--- config.mk ---
export PLATFORM = sky130hd
export DESIGN_NAME = hdrtm_tonemap
export DESIGN_NICKNAME = d
export VERILOG_FILES = /design/src/sv/hdrtm_pkg.sv /design/src/sv/hdrtm_tonemap.sv
export SDC_FILE = /design/constraint.sdc
export NUM_CORES = 2
export LEC_CHECK = 0
export BUFFER_PORTS_ARGS = -buffer_cell sky130_fd_sc_hd__buf_2
export CAP_MARGIN = 20
export CORE_AREA = 2 2 274 478
export CTS_BUF_LIST = sky130_fd_sc_hd__clkbuf_8 sky130_fd_sc_hd__clkbuf_16
export DETAILED_ROUTE_END_ITERATION = 6
export DIE_AREA = 0 0 276 480
export GPL_TIMING_DRIVEN = 0
export PLACE_DENSITY = 0.7
export SLEW_MARGIN = 20
export SYNTH_ARGS = -nofsm -noshare
export SYNTH_HDL_FRONTEND = slang
export SYNTH_SLANG_ARGS = --single-unit
--- constraint.sdc ---
create_clock -name clk -period 33.2 [get_ports clk]
set_clock_uncertainty 0.05 [all_clocks]
set_input_delay 1.66 -clock clk [delete_from_list [all_inputs] [get_ports clk]]
set_output_delay 1.66 -clock clk [all_outputs]
set_load 0.02 [all_outputs]
--- src/sv/hdrtm_pkg.sv ---
// ----------------------------------------------------------------------------
// hdrtm_pkg
// Shared types, codes and the gamma threshold table of the HDR accumulator.
// ----------------------------------------------------------------------------
package hdrtm_pkg;

	localparam int ACC_W    = 48;
	localparam int SAMPLE_W = 32;
	localparam int POS_W    = 12;
	localparam int SIZE_W   = 9;
	localparam int SCALE_W  = 32;
	localparam int CFG_W    = 32;
	localparam int CFG_IW   = 2;
	localparam int T_W      = 12;
	localparam int THR_W    = 13;
	localparam int DIV_STEPS = 12;
	localparam int GAM_STEPS = 8;

	typedef enum logic [1:0] {
		CMD_ADD   = 2'd0,
		CMD_READ  = 2'd1,
		CMD_CLEAR = 2'd2,
		CMD_NOP   = 2'd3
	} cmd_t;

	localparam logic [CFG_IW-1:0] CFG_IMAGE_WIDTH  = 2'd0;
	localparam logic [CFG_IW-1:0] CFG_IMAGE_HEIGHT = 2'd1;
	localparam logic [CFG_IW-1:0] CFG_TONE_SCALE   = 2'd2;

	typedef struct packed {
		logic [ACC_W-1:0] red;
		logic [ACC_W-1:0] green;
		logic [ACC_W-1:0] blue;
	} acc_rgb_t;

	typedef struct packed {
		logic [SAMPLE_W-1:0] red;
		logic [SAMPLE_W-1:0] green;
		logic [SAMPLE_W-1:0] blue;
	} sample_rgb_t;

	typedef struct packed {
		logic [7:0] red;
		logic [7:0] green;
		logic [7:0] blue;
	} rgb8_t;

	typedef enum logic [1:0] {
		ST_IDLE,
		ST_FETCH,
		ST_TONE,
		ST_POST
	} top_state_t;

	typedef enum logic [2:0] {
		TM_IDLE,
		TM_MUL,
		TM_SAT,
		TM_DIV,
		TM_GAM,
		TM_DONE
	} tm_state_t;

	typedef logic [255:0][THR_W-1:0] thr_tab_t;

	// Smallest t with t^5 * 510^11 >= 4096^5 * (2k-1)^11, for each output code k.
	function automatic thr_tab_t gamma_thr_table();
		thr_tab_t   tab;
		logic [191:0] c510;
		logic [191:0] rhs;
		logic [191:0] lhs;
		logic [12:0]  lo;
		logic [12:0]  hi;
		logic [12:0]  mid;
		logic [191:0] m;
		tab = '0;
		c510 = 192'd1;
		for (int i = 0; i < 11; i++) c510 = c510 * 192'd510;
		for (int k = 1; k < 256; k++) begin
			m = 192'(2 * k - 1);
			rhs = 192'd1 << 60;
			for (int i = 0; i < 11; i++) rhs = rhs * m;
			lo = 13'd0;
			hi = 13'd4096;
			for (int s = 0; s < 14; s++) begin
				if (lo < hi) begin
					mid = (lo + hi) >> 1;
					lhs = c510;
					for (int i = 0; i < 5; i++) lhs = lhs * 192'(mid);
					if (lhs >= rhs) hi = mid;
					else lo = mid + 13'd1;
				end
			end
			tab[k] = lo;
		end
		return tab;
	endfunction

	localparam thr_tab_t GAMMA_THR = gamma_thr_table();

endpackage

--- src/sv/hdrtm_tonemap.sv ---
// ----------------------------------------------------------------------------
// hdrtm_tonemap
// Iterative tone map of one pixel: exposure multiply, Reinhard divide, gamma.
// ----------------------------------------------------------------------------
module hdrtm_tonemap import hdrtm_pkg::*; (
	input  logic               clk,
	input  logic               arst_n,
	input  logic               start,
	input  acc_rgb_t           acc,
	input  logic [SCALE_W-1:0] tone_scale,
	output logic               done,
	output rgb8_t              pix
);

	localparam logic [44:0] CAP  = 45'h1000_0000_0000;
	localparam logic [44:0] ONE  = 45'h0_0001_0000_0000;

	tm_state_t   state_q, state_n;
	logic [1:0]  ch_q;
	acc_rgb_t    acc_q;
	logic [47:0] ph_q;
	logic [63:0] pl_q;
	logic [44:0] rem_q;
	logic [44:0] den_q;
	logic [T_W-1:0] quo_q;
	logic [3:0]  cnt_q;
	logic [7:0]  lo_q, hi_q;
	rgb8_t       pix_q;

	logic [ACC_W-1:0] chan;
	logic [45:0] psum;
	logic [44:0] prod;
	logic [45:0] sh;
	logic        ge;
	logic [45:0] diff;
	logic [8:0]  mid9;
	logic [7:0]  mid;
	logic [7:0]  lo_n, hi_n;

	always_comb begin
		case (ch_q)
			2'd0:    chan = acc_q.red;
			2'd1:    chan = acc_q.green;
			default: chan = acc_q.blue;
		endcase
		psum = {2'b0, ph_q[11:0], 32'b0} + {2'b0, pl_q[43:0]};
		if (ph_q >= 48'd4096 || pl_q >= 64'h0000_1000_0000_0000 || psum > {1'b0, CAP})
			prod = CAP;
		else
			prod = psum[44:0];
		sh   = {rem_q, 1'b0};
		ge   = sh >= {1'b0, den_q};
		diff = sh - {1'b0, den_q};
		mid9 = {1'b0, lo_q} + {1'b0, hi_q} + 9'd1;
		mid  = mid9[8:1];
		lo_n = lo_q;
		hi_n = hi_q;
		if (lo_q < hi_q) begin
			if ({1'b0, quo_q} >= GAMMA_THR[mid]) lo_n = mid;
			else hi_n = mid - 8'd1;
		end
	end

	always_comb begin
		state_n = state_q;
		unique case (state_q)
			TM_IDLE: if (start) state_n = TM_MUL;
			TM_MUL:  state_n = TM_SAT;
			TM_SAT:  state_n = TM_DIV;
			TM_DIV:  if (cnt_q == 4'(DIV_STEPS - 1)) state_n = TM_GAM;
			TM_GAM: begin
				if (cnt_q == 4'(GAM_STEPS - 1)) state_n = (ch_q == 2'd2) ? TM_DONE : TM_MUL;
			end
			TM_DONE: state_n = TM_IDLE;
			default: state_n = TM_IDLE;
		endcase
	end

	always_comb begin
		done = state_q == TM_DONE;
		pix  = pix_q;
	end

	always_ff @(posedge clk or negedge arst_n) begin
		if (!arst_n) state_q <= TM_IDLE;
		else state_q <= state_n;
	end

	always_ff @(posedge clk) begin
		case (state_q)
			TM_IDLE: begin
				acc_q <= acc;
				ch_q  <= 2'd0;
			end
			TM_MUL: begin
				ph_q <= 48'(chan[47:32]) * 48'(tone_scale);
				pl_q <= 64'(chan[31:0]) * 64'(tone_scale);
			end
			TM_SAT: begin
				rem_q <= prod;
				den_q <= prod + ONE;
				cnt_q <= 4'd0;
			end
			TM_DIV: begin
				rem_q <= ge ? diff[44:0] : sh[44:0];
				quo_q <= {quo_q[T_W-2:0], ge};
				cnt_q <= cnt_q + 4'd1;
				if (cnt_q == 4'(DIV_STEPS - 1)) begin
					cnt_q <= 4'd0;
					lo_q  <= 8'd0;
					hi_q  <= 8'd255;
				end
			end
			TM_GAM: begin
				lo_q  <= lo_n;
				hi_q  <= hi_n;
				cnt_q <= cnt_q + 4'd1;
				if (cnt_q == 4'(GAM_STEPS - 1)) begin
					case (ch_q)
						2'd0:    pix_q.red   <= lo_n;
						2'd1:    pix_q.green <= lo_n;
						default: pix_q.blue  <= lo_n;
					endcase
					ch_q <= ch_q + 2'd1;
				end
			end
			default: ;
		endcase
	end

endmodule

==> impl_metrics.env <==
export IMPL_status="finished, violations left"
export IMPL_violations="DRC"
export IMPL_setup_worst_path_start="ch_q[0]"
export IMPL_grt_usage_pct=46.0
export IMPL_synthCells=7376
export IMPL_postCtsSetupBuffers=0
export IMPL_syn_avg_cell_area_sq_um=9.53
export IMPL_drc_errors=21
export IMPL_h_tree_depth=2
export IMPL_maxCapViolations=0
export IMPL_synthArstFlopShare_pct=0.737
export IMPL_clock_path_buffers=3
export IMPL_cp_end_kind="flop"
export IMPL_ff2ff_path_depth=31
export IMPL_max_freq_mhz=74.6
export IMPL_arrival_ps=13720
export IMPL_critPathRequiredTime_ps=33520
export IMPL_ant_nets=0
export IMPL_finalHoldViolations=0
export IMPL_tightest_slew_ps=1310
export IMPL_cp_slowest_cell="buf_1"
export IMPL_cts_sinks=407
export IMPL_min_path_type="flop to flop"
export IMPL_rr_endpoint="pl_q[50]"
export IMPL_die_w_um=276
export IMPL_drt_initial_drc_count=4407
export IMPL_layout_common_cells="inv_1 (1347), fa_1 (1317), nand2_1 (1068)"
export IMPL_rsz0062_at_grt="no"
export IMPL_io_buffers=171
export IMPL_grt_antenna_before_repair=45
export IMPL_ys_seq_area_share_pct=17.4
export IMPL_synthFlopType="edfxtp_1"
export IMPL_clock_latency_ps=680
export IMPL_num_fill_cells=11420
export IMPL_critPathKind="flop to flop"
export IMPL_nets=9627
export IMPL_crit_top_cell="fa_1"
export IMPL_r2r_start="ch_q[0]"
export IMPL_cpPeakStageDelay_ps=920
export IMPL_grt_pass1_vias=61903
export IMPL_cts_tree="yes"
export IMPL_yosys_warnings=0
export IMPL_area_growth_pct=7.31
export IMPL_grt_max_degree=31
export IMPL_grt_pass1_wl_um=424000
export IMPL_drtPass1Iterations=7
export IMPL_period_share_pct=40.4
export IMPL_dp_final_hpwl_um=243000
export IMPL_slew_viol_final=0
export IMPL_finalCriticalPeriod_ps=13400
export IMPL_numCtsBuffers=41
export IMPL_ctsHoldBuffers=0
export IMPL_post_drt_wl_per_cell_um=31.7
export IMPL_root_buffer="clkbuf_16"
export IMPL_wirelength_um=297000
export IMPL_dieArea_sq_um=132000
export IMPL_postCtsResizedCells=0
export IMPL_final_layout_size_suffix_gt1_share_pct=5.32
export IMPL_slew_headroom_pct=12.8
export IMPL_cp_max_fo=10
export IMPL_num_rows=174
export IMPL_synth_seq_cells=407
export IMPL_core_sq_um=128000
export IMPL_syn_nets=9362
export IMPL_cp_endpoint="pl_q[50]"
export IMPL_setup_viol=0
export IMPL_pin_count=204
export IMPL_cp_start_kind="flop"
export IMPL_chipHeight_um=480
export IMPL_num_vias=57474
export IMPL_grt_overflow=0
export IMPL_fin_setup_tns_ps=0
export IMPL_initial_core_util_pct=54.7
export IMPL_synth_area_sq_um=70300
export IMPL_reg2reg_slack_ps=19800
export IMPL_place_congestion=1.05
export IMPL_synth_cell_type_count=86
export IMPL_post_drt_via_cell_ratio=6.12
export IMPL_cts_clk_slew_worst_paths_ps=80
export IMPL_synth_edf_count=404
export IMPL_final_common_cell="inv_1"
## worst max-delay path: cells and delay by family, from the launching register on
family | cells | cell delay (ps)
fa+ha+maj | 10 | 4910
buf+inv | 8 | 3490
simple gates | 7 | 2490
compound gates | 5 | 1520
flops | 1 | 430
xor+xnor | 1 | 200
## stage by stage
step           std cells  util (%)  hold slack (ps)  setup WS (ps)  instance area [sq um]
4_1_cts             9337      58.5              382          20030                  75200
3_5_place_dp        9264      57.5              392          20070                  73900
2_1_floorplan       7376         -              376          21830                  70300
6_report            9385      58.7              389          19800                  75400
5_1_grt             9349      58.7              416          19730                  75400
3_3_place_gp        9219      57.0              384          17250                  73200
## cell families after synthesis
kind of cell / Yosys count / share of synthesized area, %
mux: 32 / 0.488
fa+ha+maj: 1807 / 46.2
flops: 407 / 17.4
simple gates: 2316 / 16.0
compound gates: 846 / 8.01
xor+xnor: 187 / 2.33
buf+inv: 1781 / 9.54
## flip-flops by register name (all words and copies together), names as in the netlist
register and flops:
quo_q 12, state_q 3, ph_q 48, acc_q 144, cnt_q 4, pix 24, pl_q 64, hi_q 8
lo_q 8, ch_q 2, den_q 45, rem_q 45
## routing by layer
| layer | part of all wire [%] | GRT usage [%] | vias to the layer above |
|---|---|---|---|
| met5 | 0.054 | 0 | - |
| met4 | 15 | 53.6 | 20 |
| met3 | 8.3 | 12.2 | 1704 |
| met2 | 48 | 77.0 | 3515 |
| met1 | 29 | 42.4 | 28667 |
| li1 | - | - | 23568 |
## layout make-up
class	instances	area, sq um	area share (%)
Clock buffer	41	1030	1.36
Clock inverter	32	319	0.423
Inverter	1345	5050	6.69
Timing Repair Buffer	222	1410	1.87
Multi-Input combinational cell	5188	51500	68.3
Sequential cell	407	12200	16.2
Tap cell	1672	2090	2.77
Buffer	436	1730	2.29
Antenna cell	42	105	0.139
## cell usage after synthesis, types with 9 or more instances
| cell type | count | share of area (%) |
|---|---|---|
| and2_1 | 667 | 5.9 |
| a311oi_1 | 16 | 0.20 |
| nand3_1 | 59 | 0.42 |
| o211ai_1 | 28 | 0.30 |
| nand4_1 | 26 | 0.23 |
| xnor2_1 | 125 | 1.6 |
| clkbuf_1 | 405 | 2.2 |
| nand2_1 | 1070 | 5.7 |
| a31oi_1 | 36 | 0.32 |
| inv_1 | 1343 | 7.2 |
| mux2i_1 | 23 | 0.33 |
| o21bai_1 | 30 | 0.32 |
| and3_1 | 16 | 0.14 |
| ha_1 | 490 | 8.7 |
| xor2_1 | 62 | 0.77 |
| nor2b_1 | 143 | 1.3 |
| o2bb2ai_1 | 15 | 0.19 |
| o221ai_1 | 10 | 0.12 |
| a22oi_1 | 51 | 0.54 |
| o22ai_1 | 16 | 0.14 |
| a221oi_1 | 15 | 0.19 |
| nor4_1 | 28 | 0.25 |
| or3_1 | 10 | 0.089 |
| edfxtp_1 | 404 | 17 |
| a21oi_1 | 206 | 1.5 |
| nor2_1 | 188 | 1.0 |
| buf_2 | 9 | 0.064 |
| a211oi_1 | 44 | 0.47 |
| nor3_1 | 41 | 0.29 |
| fa_1 | 1317 | 38 |
| o21a_1 | 17 | 0.18 |
| buf_1 | 19 | 0.10 |
| o21ai_0 | 152 | 1.1 |
| o311ai_0 | 12 | 0.15 |
| a21o_1 | 106 | 1.1 |
| nand2b_1 | 31 | 0.28 |
## worst min-delay path by stage
stage,cells after the start,from,to
final,0,quo_q[10],quo_q[11]
after global routing,0,quo_q[10],quo_q[11]
after CTS,0,quo_q[10],quo_q[11]
after detailed placement,0,quo_q[0],quo_q[1]
after global placement,0,quo_q[0],quo_q[1]
after floorplan,0,quo_q[0],quo_q[1]
Power is not shown: default switching activity piles up to over one toggle a cycle in this logic, so the estimate is an artifact.
